--- src/rtl/mor_pkg.sv ---
// ----------------------------------------------------------------------------
// mor_pkg: shared definitions for the largest rectangle of ones block
// Sizes, the bar stack entry type, controller states and the command and
// status groups that join the controller to the datapath.
// ----------------------------------------------------------------------------
package mor_pkg;

    // Matrix limits.
    localparam int MAX_COLS = 64;
    localparam int MAX_ROWS = 64;

    // Derived widths.
    localparam int COL_W  = $clog2(MAX_COLS);
    localparam int CNT_W  = $clog2(MAX_COLS + 1);
    localparam int HGT_W  = $clog2(MAX_ROWS + 1);
    localparam int AREA_W = 13;
    localparam int PROD_W = HGT_W + CNT_W;

    // Configuration port.
    localparam int ADDR_W = 3;
    localparam int DATA_W = 32;
    localparam int RL_W   = 7;
    localparam logic        REG_ROW_LENGTH = 1'b0;
    localparam logic [RL_W-1:0] ROW_LENGTH_RESET = RL_W'(64);

    // Saturation limits.
    localparam logic [HGT_W-1:0]  HGT_SAT  = HGT_W'(MAX_ROWS);
    localparam logic [AREA_W-1:0] AREA_MAX = {AREA_W{1'b1}};

    // One stacked bar: the column where it starts and its height.
    typedef struct packed {
        logic [COL_W-1:0] start;
        logic [HGT_W-1:0] height;
    } bar_t;

    // Controller states.
    typedef enum logic [2:0] {
        S_IDLE,
        S_HGT,
        S_POP_RD,
        S_POP_CMP,
        S_PUSH,
        S_FL_RD,
        S_FL_CMP,
        S_DRAIN
    } state_t;

    // Commands from the controller to the datapath.
    typedef struct packed {
        logic accept;
        logic upd_hgt;
        logic stk_rd;
        logic pop;
        logic push;
        logic flush_start;
        logic advance;
        logic row_done;
        logic finish;
    } cmd_t;

    // Status from the datapath to the controller.
    typedef struct packed {
        logic stk_empty;
        logic top_ge;
        logic row_end;
        logic last;
        logic pipe_idle;
        logic out_free;
    } status_t;

endpackage

--- src/rtl/mor_if.sv ---
// ----------------------------------------------------------------------------
// mor_if: valid/ready channels of the largest rectangle of ones block
// The cell channel carries one matrix cell per transaction, the area channel
// carries one result per matrix.
// ----------------------------------------------------------------------------
interface mor_cell_if;
    logic valid;
    logic ready;
    logic cell_req;
    logic last_cell;

    modport source (output valid, output cell_req, output last_cell, input ready);
    modport sink   (input valid, input cell_req, input last_cell, output ready);
endinterface

interface mor_area_if;
    import mor_pkg::*;

    logic              valid;
    logic              ready;
    logic [AREA_W-1:0] max_area;

    modport source (output valid, output max_area, input ready);
    modport sink   (input valid, input max_area, output ready);
endinterface

--- src/rtl/mor_ctrl.sv ---
// ----------------------------------------------------------------------------
// mor_ctrl: sequencer of the largest rectangle of ones block
// Steps one cell through height update, stack pops and push, and flushes the
// stack at each row end. Drives the datapath by commands only.
// ----------------------------------------------------------------------------
module mor_ctrl (
    input  logic             clk,
    input  logic             rst_n,
    input  logic             in_valid,
    output logic             in_ready,
    input  mor_pkg::status_t status,
    output mor_pkg::cmd_t    cmd
);
    import mor_pkg::*;

    state_t state_reg;
    state_t state_next;

    // State register.
    always_ff @(posedge clk or negedge rst_n)
    begin
        if (!rst_n)
        begin
            state_reg <= S_IDLE;
        end
        else
        begin
            state_reg <= state_next;
        end
    end

    // Next-state logic.
    always_comb
    begin
        state_next = state_reg;
        unique case (state_reg)
            S_IDLE:
            begin
                if (in_valid)
                begin
                    state_next = S_HGT;
                end
            end
            S_HGT:
            begin
                state_next = S_POP_RD;
            end
            S_POP_RD:
            begin
                state_next = status.stk_empty ? S_PUSH : S_POP_CMP;
            end
            S_POP_CMP:
            begin
                state_next = status.top_ge ? S_POP_RD : S_PUSH;
            end
            S_PUSH:
            begin
                state_next = status.row_end ? S_FL_RD : S_IDLE;
            end
            S_FL_RD:
            begin
                if (!status.stk_empty)
                begin
                    state_next = S_FL_CMP;
                end
                else if (status.last)
                begin
                    state_next = S_DRAIN;
                end
                else
                begin
                    state_next = S_IDLE;
                end
            end
            S_FL_CMP:
            begin
                state_next = S_FL_RD;
            end
            S_DRAIN:
            begin
                if (status.pipe_idle && status.out_free)
                begin
                    state_next = S_IDLE;
                end
            end
            default:
            begin
                state_next = S_IDLE;
            end
        endcase
    end

    // Output logic.
    always_comb
    begin
        cmd      = '0;
        in_ready = 1'b0;
        unique case (state_reg)
            S_IDLE:
            begin
                in_ready   = 1'b1;
                cmd.accept = in_valid;
            end
            S_HGT:
            begin
                cmd.upd_hgt = 1'b1;
            end
            S_POP_RD:
            begin
                cmd.stk_rd = !status.stk_empty;
            end
            S_POP_CMP:
            begin
                cmd.pop = status.top_ge;
            end
            S_PUSH:
            begin
                cmd.push        = 1'b1;
                cmd.flush_start = status.row_end;
                cmd.advance     = !status.row_end;
            end
            S_FL_RD:
            begin
                cmd.stk_rd   = !status.stk_empty;
                cmd.row_done = status.stk_empty;
            end
            S_FL_CMP:
            begin
                cmd.pop = 1'b1;
            end
            S_DRAIN:
            begin
                cmd.finish = status.pipe_idle && status.out_free;
            end
            default:
            begin
                cmd = '0;
            end
        endcase
    end

endmodule

--- src/rtl/mor_dpath.sv ---
// ----------------------------------------------------------------------------
// mor_dpath: datapath of the largest rectangle of ones block
// Holds the column height memory, the bar stack memory, the area pipeline
// and the best area, and the output register of the result channel.
// ----------------------------------------------------------------------------
module mor_dpath (
    input  logic                        clk,
    input  logic                        rst_n,
    input  mor_pkg::cmd_t               cmd,
    output mor_pkg::status_t            status,
    input  logic [mor_pkg::RL_W-1:0]    row_length,
    input  logic                        cell_req,
    input  logic                        last_cell,
    output logic                        out_valid,
    input  logic                        out_ready,
    output logic [mor_pkg::AREA_W-1:0]  max_area
);
    import mor_pkg::*;

    // Memories.
    logic [HGT_W-1:0] hgt_mem [MAX_COLS];
    bar_t             stk_mem [MAX_COLS];

    logic [MAX_COLS-1:0] hvalid_reg;
    logic [HGT_W-1:0]    hgt_rd_reg;
    bar_t                stk_rd_reg;

    logic                cell_reg;
    logic                last_reg;
    logic [COL_W-1:0]    col_reg;
    logic [CNT_W-1:0]    count_reg;
    logic [HGT_W-1:0]    h_reg;
    logic [COL_W-1:0]    start_reg;
    logic [CNT_W-1:0]    end_reg;

    logic                op_valid_reg;
    logic [HGT_W-1:0]    op_h_reg;
    logic [CNT_W-1:0]    op_w_reg;
    logic                prod_valid_reg;
    logic [PROD_W-1:0]   prod_reg;
    logic [AREA_W-1:0]   best_reg;
    logic                out_valid_reg;
    logic [AREA_W-1:0]   out_area_reg;

    logic [HGT_W-1:0]    hgt_cur;
    logic [HGT_W-1:0]    h_next;
    logic [CNT_W-1:0]    col_inc;
    logic [CNT_W-1:0]    len_eff;
    logic [CNT_W-1:0]    top_idx;
    logic [AREA_W-1:0]   area_sat;

    // Effective row length: zero acts as one, long rows are clipped.
    always_comb
    begin
        if (row_length == '0)
        begin
            len_eff = CNT_W'(1);
        end
        else if (CNT_W'(row_length) > CNT_W'(MAX_COLS))
        begin
            len_eff = CNT_W'(MAX_COLS);
        end
        else
        begin
            len_eff = CNT_W'(row_length);
        end
    end

    assign col_inc = {1'b0, col_reg} + CNT_W'(1);
    assign top_idx = count_reg - CNT_W'(1);

    // New height of the current column, saturating at the row limit.
    always_comb
    begin
        hgt_cur = hvalid_reg[col_reg] ? hgt_rd_reg : '0;
        if (!cell_reg)
        begin
            h_next = '0;
        end
        else if (hgt_cur >= HGT_SAT)
        begin
            h_next = HGT_SAT;
        end
        else
        begin
            h_next = hgt_cur + HGT_W'(1);
        end
    end

    // Column height memory, with registered read.
    always_ff @(posedge clk)
    begin
        if (cmd.accept)
        begin
            hgt_rd_reg <= hgt_mem[col_reg];
        end
        if (cmd.upd_hgt)
        begin
            hgt_mem[col_reg] <= h_next;
        end
    end

    // Bar stack memory, with registered read of the top entry.
    always_ff @(posedge clk)
    begin
        if (cmd.stk_rd)
        begin
            stk_rd_reg <= stk_mem[top_idx[COL_W-1:0]];
        end
        if (cmd.push && (count_reg != CNT_W'(MAX_COLS)))
        begin
            stk_mem[count_reg[COL_W-1:0]] <= '{start: start_reg, height: h_reg};
        end
    end

    // Per-item payload registers.
    always_ff @(posedge clk)
    begin
        if (cmd.accept)
        begin
            cell_reg <= cell_req;
            last_reg <= last_cell;
        end
        if (cmd.upd_hgt)
        begin
            h_reg     <= h_next;
            start_reg <= col_reg;
            end_reg   <= {1'b0, col_reg};
        end
        else if (cmd.pop)
        begin
            start_reg <= stk_rd_reg.start;
        end
        if (cmd.flush_start)
        begin
            end_reg <= col_inc;
        end
        if (cmd.pop)
        begin
            op_h_reg <= stk_rd_reg.height;
            op_w_reg <= end_reg - {1'b0, stk_rd_reg.start};
        end
        prod_reg <= PROD_W'(op_h_reg) * PROD_W'(op_w_reg);
        if (cmd.finish)
        begin
            out_area_reg <= best_reg;
        end
    end

    // Height valid bits: set on write, all cleared when a matrix ends.
    always_ff @(posedge clk or negedge rst_n)
    begin
        if (!rst_n)
        begin
            hvalid_reg <= '0;
        end
        else if (cmd.finish)
        begin
            hvalid_reg <= '0;
        end
        else if (cmd.upd_hgt)
        begin
            hvalid_reg[col_reg] <= 1'b1;
        end
    end

    // Column position and stack depth.
    always_ff @(posedge clk or negedge rst_n)
    begin
        if (!rst_n)
        begin
            col_reg   <= '0;
            count_reg <= '0;
        end
        else
        begin
            if (cmd.advance)
            begin
                col_reg <= col_inc[COL_W-1:0];
            end
            else if (cmd.row_done || cmd.finish)
            begin
                col_reg <= '0;
            end

            if (cmd.row_done || cmd.finish)
            begin
                count_reg <= '0;
            end
            else if (cmd.pop)
            begin
                count_reg <= top_idx;
            end
            else if (cmd.push && (count_reg != CNT_W'(MAX_COLS)))
            begin
                count_reg <= count_reg + CNT_W'(1);
            end
        end
    end

    // Saturated area of the product stage.
    assign area_sat = (prod_reg > PROD_W'(AREA_MAX)) ? AREA_MAX : prod_reg[AREA_W-1:0];

    // Area pipeline: operands, product, then best-area compare.
    always_ff @(posedge clk or negedge rst_n)
    begin
        if (!rst_n)
        begin
            op_valid_reg   <= 1'b0;
            prod_valid_reg <= 1'b0;
            best_reg       <= '0;
        end
        else
        begin
            op_valid_reg   <= cmd.pop && (end_reg > {1'b0, stk_rd_reg.start});
            prod_valid_reg <= op_valid_reg;
            if (cmd.finish)
            begin
                best_reg <= '0;
            end
            else if (prod_valid_reg && (area_sat > best_reg))
            begin
                best_reg <= area_sat;
            end
        end
    end

    // Result output register.
    always_ff @(posedge clk or negedge rst_n)
    begin
        if (!rst_n)
        begin
            out_valid_reg <= 1'b0;
        end
        else if (cmd.finish)
        begin
            out_valid_reg <= 1'b1;
        end
        else if (out_ready)
        begin
            out_valid_reg <= 1'b0;
        end
    end

    assign out_valid = out_valid_reg;
    assign max_area  = out_area_reg;

    // Status toward the controller.
    always_comb
    begin
        status.stk_empty = (count_reg == '0);
        status.top_ge    = (stk_rd_reg.height >= h_reg);
        status.row_end   = last_reg || (col_inc >= len_eff);
        status.last      = last_reg;
        status.pipe_idle = !op_valid_reg && !prod_valid_reg;
        status.out_free  = !out_valid_reg || out_ready;
    end

    // A pop never runs on an empty stack.
    a_pop_nonempty: assert property (@(posedge clk) disable iff (!rst_n)
        cmd.pop |-> (count_reg != '0))
        else $error("pop issued on an empty bar stack");

    // A push always finds room, since a row has at most MAX_COLS columns.
    a_push_room: assert property (@(posedge clk) disable iff (!rst_n)
        cmd.push |-> (count_reg < CNT_W'(MAX_COLS)))
        else $error("push issued on a full bar stack");

    // The result is taken only after all pending areas reached the best.
    a_finish_drained: assert property (@(posedge clk) disable iff (!rst_n)
        cmd.finish |-> (!op_valid_reg && !prod_valid_reg))
        else $error("result loaded while areas still pending");

    // A result appears only from a finish command.
    a_out_from_finish: assert property (@(posedge clk) disable iff (!rst_n)
        $rose(out_valid_reg) |-> $past(cmd.finish))
        else $error("result valid without a finish command");

endmodule

--- src/rtl/max_ones_rectangle.sv ---
// ----------------------------------------------------------------------------
// max_ones_rectangle: area of the largest all-ones rectangle in a matrix
// Top level with the configuration register, the sequencer and the datapath.
// ----------------------------------------------------------------------------
// Usage:
// Cells arrive on cell_in in row-major order, one per transaction, with
// last_cell set on the final cell of the matrix. row_length (APB, byte
// address 0) sets the number of columns per row; zero acts as one and values
// above 64 act as 64. The user must write it only while the block is idle;
// the block itself does not enforce this. For each matrix one transaction on
// area_out carries max_area, the area of the largest rectangle of ones seen.
// A cell is accepted and its height updated; each bar it pops from the
// monotonic stack takes a read and a compare step, then the cell is pushed;
// at a row end the flush reads and pops each remaining bar. Every column is
// pushed and popped once per row; a new cell waits until the previous one is
// done. The bar stack memory's registered read port splits each pop into read
// and compare. After the final row's flush, the result is loaded once pending
// areas have drained and the output register is free.
// The output register holds the result while the receiver stalls; cells keep
// being accepted, and only a further matrix end waits for the register.
// Reset clears heights, stack, column position and best area at once and sets
// row_length to 64.
// ----------------------------------------------------------------------------
module max_ones_rectangle (
    input  logic                          clk,
    input  logic                          rst_n,
    mor_cell_if.sink                      cell_in,
    mor_area_if.source                    area_out,
    input  logic                          psel,
    input  logic                          penable,
    input  logic                          pwrite,
    input  logic [mor_pkg::ADDR_W-1:0]    paddr,
    input  logic [mor_pkg::DATA_W-1:0]    pwdata,
    output logic [mor_pkg::DATA_W-1:0]    prdata,
    output logic                          pready
);
    import mor_pkg::*;

    logic [RL_W-1:0] row_length_reg;
    logic            reg_hit;
    cmd_t            cmd;
    status_t         status;

    // Register decode: one word register at byte address 0.
    assign reg_hit = (paddr[2] == REG_ROW_LENGTH);
    assign pready  = 1'b1;
    assign prdata  = reg_hit ? DATA_W'(row_length_reg) : '0;

    // Configuration register.
    always_ff @(posedge clk or negedge rst_n)
    begin
        if (!rst_n)
        begin
            row_length_reg <= ROW_LENGTH_RESET;
        end
        else if (psel && penable && pwrite && reg_hit)
        begin
            row_length_reg <= pwdata[RL_W-1:0];
        end
    end

    // Sequencer.
    mor_ctrl u_ctrl (
        .clk      (clk),
        .rst_n    (rst_n),
        .in_valid (cell_in.valid),
        .in_ready (cell_in.ready),
        .status   (status),
        .cmd      (cmd)
    );

    // Datapath.
    mor_dpath u_dpath (
        .clk        (clk),
        .rst_n      (rst_n),
        .cmd        (cmd),
        .status     (status),
        .row_length (row_length_reg),
        .cell_req   (cell_in.cell_req),
        .last_cell  (cell_in.last_cell),
        .out_valid  (area_out.valid),
        .out_ready  (area_out.ready),
        .max_area   (area_out.max_area)
    );

endmodule
--- src/flat_wrapper.sv ---
// flat-port wrapper written by rule: the top's interface ports become plain ports
module max_ones_rectangle_flat import mor_pkg::*;
  (clk, rst_n, psel, penable, pwrite, paddr, pwdata, prdata, pready, cell_in_valid, cell_in_cell_req, cell_in_last_cell, cell_in_ready, area_out_valid, area_out_max_area, area_out_ready);
  mor_cell_if cell_in_i ();
  mor_area_if area_out_i ();
  input  logic clk;
  input  logic rst_n;
  input  logic psel;
  input  logic penable;
  input  logic pwrite;
  input  logic [mor_pkg::ADDR_W-1:0] paddr;
  input  logic [mor_pkg::DATA_W-1:0] pwdata;
  output logic [mor_pkg::DATA_W-1:0] prdata;
  output logic pready;
  input wire logic [$bits(cell_in_i.valid)-1:0] cell_in_valid;
  input wire logic [$bits(cell_in_i.cell_req)-1:0] cell_in_cell_req;
  input wire logic [$bits(cell_in_i.last_cell)-1:0] cell_in_last_cell;
  output wire logic [$bits(cell_in_i.ready)-1:0] cell_in_ready;
  output wire logic [$bits(area_out_i.valid)-1:0] area_out_valid;
  output wire logic [$bits(area_out_i.max_area)-1:0] area_out_max_area;
  input wire logic [$bits(area_out_i.ready)-1:0] area_out_ready;
  assign cell_in_i.valid = cell_in_valid;
  assign cell_in_i.cell_req = cell_in_cell_req;
  assign cell_in_i.last_cell = cell_in_last_cell;
  assign cell_in_ready = cell_in_i.ready;
  assign area_out_valid = area_out_i.valid;
  assign area_out_max_area = area_out_i.max_area;
  assign area_out_i.ready = area_out_ready;
  max_ones_rectangle u_core (.clk(clk), .rst_n(rst_n), .cell_in(cell_in_i), .area_out(area_out_i), .psel(psel), .penable(penable), .pwrite(pwrite), .paddr(paddr), .pwdata(pwdata), .prdata(prdata), .pready(pready));
endmodule
--- config.mk ---
export PLATFORM = sky130hd
export DESIGN_NAME = max_ones_rectangle_flat
export DESIGN_NICKNAME = d
export VERILOG_FILES = /design/src/rtl/mor_pkg.sv /design/src/rtl/mor_if.sv /design/src/rtl/mor_ctrl.sv /design/src/rtl/mor_dpath.sv /design/src/rtl/max_ones_rectangle.sv /design/src/flat_wrapper.sv
export SDC_FILE = /design/constraint.sdc
export NUM_CORES = 2
export LEC_CHECK = 0
export BUFFER_PORTS_ARGS = -buffer_cell sky130_fd_sc_hd__clkbuf_2
export CAP_MARGIN = 5
export CELL_PAD_IN_SITES_DETAIL_PLACEMENT = 0
export CELL_PAD_IN_SITES_GLOBAL_PLACEMENT = 1
export CORE_ASPECT_RATIO = 1.4
export CORE_MARGIN = 5
export CORE_UTILIZATION = 45
export CTS_CLUSTER_SIZE = 12
export DETAILED_ROUTE_END_ITERATION = 7
export GPL_TIMING_DRIVEN = 0
export HOLD_SLACK_MARGIN = 0.08
export MAX_ROUTING_LAYER = met4
export PLACE_DENSITY = 0.73
export SLEW_MARGIN = 0
export SYNTH_ARGS = -nofsm -noshare
export SYNTH_HDL_FRONTEND = slang
export SYNTH_SLANG_ARGS = --single-unit
--- constraint.sdc ---
create_clock -name clk -period 5.5 [get_ports clk]
set_input_delay 1.1 -clock clk [delete_from_list [all_inputs] [get_ports clk]]
set_output_delay 1.1 -clock clk [all_outputs]
set_load 0.1 [all_outputs]
=== Yosys cells after proc, flatten, opt, wreduce, memory -nomap -nowiden ===
Memory sizes are Yosys's and may differ from the RTL's. A register that Yosys moved wholly into a read port is not among the register bits.
Cells that the tools add are included.
Widths: inputs -> output; s select.

* Flip-flop bits (word level): 166
* Latch bits: 0
* Bits in writable memories: 1280
* Memory bits (read-only): 0
* Input bits: 44
* Output and inout bits: 48
* Logic and storage cells: 122
* Memories: 2

* $add $sub $neg: 5
* Multiply operators: 1
* Div/mod/pow operators: 0
* Magnitude comparators: 9
* Equal/unequal tests: 10
* Shift operators: 0
* Multiplexer cells: 46
* Bitwise operators: 2
* Reduce and logical (&&, ||, !) cells: 29

{| class="wikitable"
|+ Memories
! name !! words !! bits a word !! read ports !! clocked after Yosys merged registers in !! wr ports !! RTL line !! RTL
|-
| u_core.u_dpath.stk_mem || 64 || 13 || 1 || 1 || 1 || mor_dpath.sv:22 || <nowiki>bar_t stk_mem [MAX_COLS];</nowiki>
|-
| u_core.u_dpath.hgt_mem || 64 || 7 || 1 || 1 || 1 || mor_dpath.sv:21 || <nowiki>logic [HGT_W-1:0] hgt_mem [MAX_COLS];</nowiki>
|}

{| class="wikitable"
|+ Operators by type and width
! operator !! number
|-
| $mux 64 || 2
|-
| $mux 7 || 11
|-
| $or 64x64->64 || 1
|-
| $mux 13 || 3
|-
| $mux 3 || 8
|-
| $mux 6 || 4
|-
| $pmux 3 s8 || 1
|-
| $add 7x1->7 const B || 2
|-
| $ge 7x7->1 || 2
|-
| $gt 14x13->1 const B || 1
|-
| $logic_not 7->1 || 2
|-
| $mul 7x7->14 || 1
|-
| $mux 1 || 14
|-
| $gt 13x13->1 || 1
|-
| $eq 3x3->1 const B || 4
|-
| $reduce_bool 2->1 || 6
|-
| $logic_and 1x1->1 || 9
|-
| $add 6x1->7 const B || 1
|-
| $ge 7x7->1 const B || 1
|-
| $gt 7x6->1 || 1
|-
| $gt 7x7->1 const B || 1
|-
| $lt 6x7->1 const B || 1
|-
| $ne 7x7->1 const B || 1
|-
| $sub 7x1->7 const B || 1
|-
| 15 further kinds || 23
|}

=== Logic depth before layout (Yosys ltp) ===
* Word-level depth: 11
* Depth in mapped cells: 16
* Depth with buffers taken out: 15

=== Hierarchy ===
A second synthesis with hierarchy kept.

* Cells, all modules: 3223
* Area, all modules: 59562.1 sq um

{| class="wikitable"
|+ By module, submodules not included
! module !! times used !! cells each !! area an instance (sq um) !! seq. area each (sq um)
|-
| mor_dpath || 1 || 3132 || 58702.6 || 43116.4
|-
| max_ones_rectangle || 1 || 50 || 543.0 || 176.4
|-
| mor_ctrl || 1 || 41 || 316.6 || 75.1
|}

=== Least setup slack after synthesis ===
OpenSTA, ideal clock, no wires.

* Path kind: reg-to-reg
* Start point: register u_core.u_dpath.col_reg[0]
* End point: register u_core.u_dpath.h_reg[4], data pin
* Arrival: 5.269 ns
* Required time: 4.781 ns
* Setup slack: -0.488 ns
* Cell stages (with the launch flop): 14
* Cells stage by stage: dfrtp_1 -> nor2b_1 -> clkbuf_1 -> a221oi_1 -> nor3_1 -> nor4_1 -> nand4_1 -> or2_1 -> clkbuf_1 -> and2_1 -> ha_1 -> and3_1 -> xnor2_1 -> nor3b_1

* Word-level cells in the longest chain between the ends: 6
* Elaborated cells between the ends (all ways): 7

{| class="wikitable"
|+ Ends and longest elaborated chain
! element !! RTL line !! RTL
|-
| start, declared || mor_dpath.sv:30 || <nowiki>logic [COL_W-1:0] col_reg;</nowiki>
|-
| start signal, assigned || mor_dpath.sv:179 || <nowiki>col_reg <= col_inc[COL_W-1:0];</nowiki>
|-
| $bmux 1 s6 * || mor_dpath.sv:75 || <nowiki>hgt_cur = hvalid_reg[col_reg] ? hgt_rd_reg : '0;</nowiki>
|-
| $mux 1 (not written as such) * || mor_dpath.sv:75 ||
|-
| $mux 7 * || mor_dpath.sv:75 ||
|-
| $add 7x1->7 / $ge 7x7->1 (equally long branches) || mor_dpath.sv:86, mor_dpath.sv:80 ||
|-
| $mux 7 * || mor_dpath.sv:80 || <nowiki>else if (hgt_cur >= HGT_SAT)</nowiki>
|-
| $mux 7 * || mor_dpath.sv:76 || <nowiki>if (!cell_reg)</nowiki>
|-
| named net u_core.u_dpath.h_next[4] || mor_dpath.sv:46 || <nowiki>logic [HGT_W-1:0] h_next;</nowiki>
|-
| end signal, assigned || mor_dpath.sv:126 || <nowiki>h_reg <= h_next;</nowiki>
|-
| end, declared || mor_dpath.sv:32 || <nowiki>logic [HGT_W-1:0] h_reg;</nowiki>
|}

The timed path passes the listed nets; every way through them passes the cells marked *. The select of a mux whose other input is x is not followed.
A chain may end at the register's enable or synchronous reset.

=== Worst setup path in the final report ===
* Start point: register u_core.u_dpath.col_reg[1]
* End point: register u_core.u_dpath.end_reg[2] (enable)

* Word-level cells in the longest chain between the ends: 5

{| class="wikitable"
|+ Ends and longest elaborated chain
! element !! RTL line !! RTL
|-
| $add 6x1->7 || mor_dpath.sv:69 || <nowiki>assign col_inc = {1'b0, col_reg} + CNT_W'(1);</nowiki>
|-
| $ge 7x7->1 || mor_dpath.sv:253 || <nowiki>status.row_end = last_reg || (col_inc >= len_eff);</nowiki>
|-
| $logic_or 1x1->1 || mor_dpath.sv:253 ||
|-
| $mux 3 || mor_ctrl.sv:98 || <nowiki>unique case (state_reg)</nowiki>
|-
| $reduce_bool 2->1 (no source line) || n/a ||
|-
| end signal, assigned || mor_dpath.sv:128 || <nowiki>end_reg <= {1'b0, col_reg};</nowiki>
|-
| end signal, assigned || mor_dpath.sv:136 || <nowiki>end_reg <= col_inc;</nowiki>
|-
| end, declared || mor_dpath.sv:34 || <nowiki>logic [CNT_W-1:0] end_reg;</nowiki>
|}

No other way between the ends.

==> qor.tcl <==
set qor(report.final.slew_viol_count) 0
set qor(rsz0062_at_grt) {false}
set qor(maxClockFrequency_mhz) 186
set qor(initial_utilization) 0.451
set qor(routedWlPerCell_microns) 30.5
set qor(rows) 158
set qor(switching_share) 0.365
set qor(detail_route.iter0.violations) 3792
set qor(post_cts_hold_buffer_count) 0
set qor(timing.critical_path.max_delay_family) {buffers and inverters}
set qor(maximum_level_of_the_cts_h_tree) 4
set qor(number_of_clock_buffers_inserted_by_tritoncts) 147
set qor(post_synthesis_cell_count) 3312
set qor(worst_pin_slew_ns) 1.40
set qor(detailedPlacementHpwl_microns) 117000
set qor(cts_root_buffer) {clkbuf_16}
set qor(final_net_count) 3750
set qor(async_set_or_reset_register_ratio_after_synthesis) 0.0703
set qor(avgSynthCellArea_sq_um) 18.0
set qor(distinct_cells_synth) 75
set qor(timing.rr.end) {u_core.u_dpath.end_reg[2]$_DFFE_PP_}
set qor(clock_power_share) 0.235
set qor(gpl.final_weighted_congestion) 1.00
set qor(net-switching-power_uw) 14600
set qor(share_of_synthesized_area_occupied_by_flip_flops_and_latches) 0.728
set qor(finalSetupViolCount) 0
set qor(number_of_global_route_vias_before_repair) 32900
set qor(timing.critical_path.cells) {buf_4, and2_1, clkbuf_1, buf_1, nand2_1, nor2_1, xor2_1, ha_1, nor2b_1, o21bai_1, o21ai_1, nand2_1}
set qor(postCtsSetupRepairBufs) 0
set qor(critPathRequiredTime_ns) 5.97
set qor(cts_sinks) 1466
set qor(worst_ir_drop_vdd_uv) 468
set qor(grt_max_degree) 88
set qor(grt_pass1_wl_microns) 237000
set qor(power_density_nw_per_um2) 586
set qor(ys_ff_latch) 1466
set qor(crit_fanout) 10
set qor(final_non_filler_cell_total) 5475
set qor(syn_to_final_growth_pct) 14.2
set qor(yosysWarnings) 0
set qor(timing.critical_path.slowest_cell_delay_ns) 0.97
set qor(critical_path_arrival_ns) 5.85
set qor(layout_common_cells) {edfxtp_1 (1349), nor2_1 (354), mux4_2 (285), clkbuf_1 (148), clkbuf_16 (147)}
set qor(power.leakage_uw) 0.0229
set qor(start_kind) {flip-flop}
set qor(report.final.hold_viol_count) 0
set qor(worstRegToRegCells) 12
set qor(sequentialPowerShare) 0.362
set qor(synth.cell_area_sq_um) 59500
set qor(clk_latency_ns) 0.80
set qor(cts.reportedPaths.clkPinSlew_ns) 0.06
set qor(r2r_setup_slack_ns) 0.12
set qor(worst_setup_path_end_kind) {flip-flop}
set qor(maxSlewHeadroom) 0.0579
set qor(clock-skew-final_ns) 0.0649
set qor(hold_class) {in2async}
set qor(largest_reg_flops) 832
set qor(detail-route-antenna-nets) 0
set qor(core_sq_um) 132000
set qor(maxCapViolations) 0
set qor(timing.final.crit_period_ns) 5.38
set qor(final.fill_count) 10800
set qor(synth-edff-count) 1349
set qor(final_critical_path_setup_slack_ns) 0.117
set qor(outcome) {complete, no violations}
set qor(via_density_per_instance) 5.92
set qor(period_share) 0.979
set qor(cts_tree) {yes}
set qor(criticalPathCategory) {reg2reg}
set qor(global_route.overflow_total) 0
set qor(mostFrequentLayoutCell) {edfxtp_1}
set qor(synth_top_flop_cell) {edfxtp_1}
set qor(drtPass1Iterations) 6
set qor(vias) 32400
set qor(globalRouteTotalUtil) 0.244
set qor(critical-path-slowest-cell) {buf_1}
set qor(initial_antenna_violation_count) 3
set qor(cts_buffer_depth) 3
set qor(placement_stage_worst_setup_slack_ns) -0.143
set qor(critPathMostFrequentCell) {nand2_1}
set qor(boundaryPins) 92
set qor(die_area_sq_um) 140000
set qor(power.total_uw) 39800
set qor(width_of_the_die_microns) 317
set qor(timing.critical_path.buf_inv) 3
set qor(post_place_cells) 5210
set qor(power.combinational.fraction) 0.403
set qor(regToRegStartpoint) {u_core.u_dpath.col_reg[1]$_DFFE_PN0P_}
set qor(drive_above_1_share) 0.202
set qor(post-route-drc-count) 0
set qor(wirelength_microns) 167000
set qor(buffer_ports.inserted) 38
set qor(die_h_microns) 440
set qor(internal_power_uw) 25300
==> power by group through the flow <==
stage,logic [uW],clock network (uW),registers [uW]
2_1_floorplan,9430,0,14800
3_3_place_gp,14700,0,15400
3_5_place_dp,16100,0,14600
4_1_cts,16200,9500,14400
5_1_grt,17100,9960,14400
6_report,16000,9370,14400
==> per-layer routing <==
layer / track usage / routed length, microns
met1: 0.279 / 58600
met2: 0.414 / 85700
met3: 0.0422 / 11700
met4: 0.131 / 10800
met5: - / 0
==> stage by stage <==
stage          hold WS, ns   util  TNS (ns)  instance area (sq um)
4_1_cts              0.117  0.514         0                  67800
2_1_floorplan        0.355      -         0                  59600
3_5_place_dp         0.372  0.481     -1.02                  63500
6_report             0.171  0.515         0                  68000
5_1_grt              0.153  0.515         0                  68000
3_3_place_gp         0.377  0.470  -1700.18                  62000
==> how the worst max path moves through the flow <==
stage | cells past startpoint | slack (ns) | endpoint | startpoint
detailed placement | 12 | -0.14 | u_core.u_dpath.end_reg[5]$_DFFE_PP_ | u_core.u_dpath.col_reg[2]$_DFFE_PN0P_
global route | 16 | 0.02 | u_core.u_dpath.hgt_mem[2][6]$_DFFE_PP_ | u_core.u_dpath.col_reg[0]$_DFFE_PN0P_
global placement | 9 | -5.12 | u_core.u_dpath.hgt_mem[42][3]$_DFFE_PP_ | u_core.u_dpath.col_reg[0]$_DFFE_PN0P_
finish | 12 | 0.12 | u_core.u_dpath.end_reg[2]$_DFFE_PP_ | u_core.u_dpath.col_reg[1]$_DFFE_PN0P_
floorplan | 9 | 0.17 | u_core.u_dpath.h_reg[3]$_DFFE_PP_ | u_core.u_dpath.col_reg[0]$_DFFE_PN0P_
CTS | 16 | 0.09 | u_core.u_dpath.hgt_mem[3][6]$_DFFE_PP_ | u_core.u_dpath.col_reg[0]$_DFFE_PN0P_
==> Yosys cell counts, types with 48 or more instances <==
| library cell | n | area, sq um |
|---|---|---|
| edfxtp_1 | 1349 | 40500 |
| nor2_1 | 355 | 1330 |
| mux4_2 | 285 | 6420 |
| nand2_1 | 127 | 477 |
| dfrtp_1 | 102 | 2550 |
| clkbuf_1 | 83 | 312 |
| a21oi_1 | 74 | 370 |
| ha_1 | 70 | 876 |
| inv_1 | 69 | 259 |
| mux2i_1 | 66 | 661 |
| and2_1 | 57 | 357 |
| a221oi_1 | 52 | 455 |
| a22oi_1 | 52 | 390 |
| mux2_2 | 48 | 541 |
| o21ai_0 | 48 | 240 |
==> timing repair <==
action	4_1_cts	5_1_grt
endpoints found under the setup margin	11	33
pin swaps	0	0
gates resized for setup	0	5
==> cell families after synthesis <==
logic type / Yosys count / share of synthesized area
flops: 1466 / 0.728
simple gates: 683 / 0.0513
mux: 401 / 0.129
compound gates: 366 / 0.0422
buf+inv: 265 / 0.0211
fa+ha+maj: 95 / 0.0231
xor+xnor: 34 / 0.00500
other cells: 2 / 0.000126
==> area by class of cell <==
type                       instances  area, sq um  area share
antenna                            4         10.0    0.000147
buffer                           194          992      0.0146
clock buffer                     215         3940      0.0580
clock inverter                    34          440     0.00648
inverter                          70          263     0.00387
multi-input combinational       1605        15100       0.222
sequential                      1466        43400       0.638
tap                             1760         2200      0.0324
timing repair buffer             127         1680      0.0248
No activity file was read; power rests on OpenSTA's default activity.
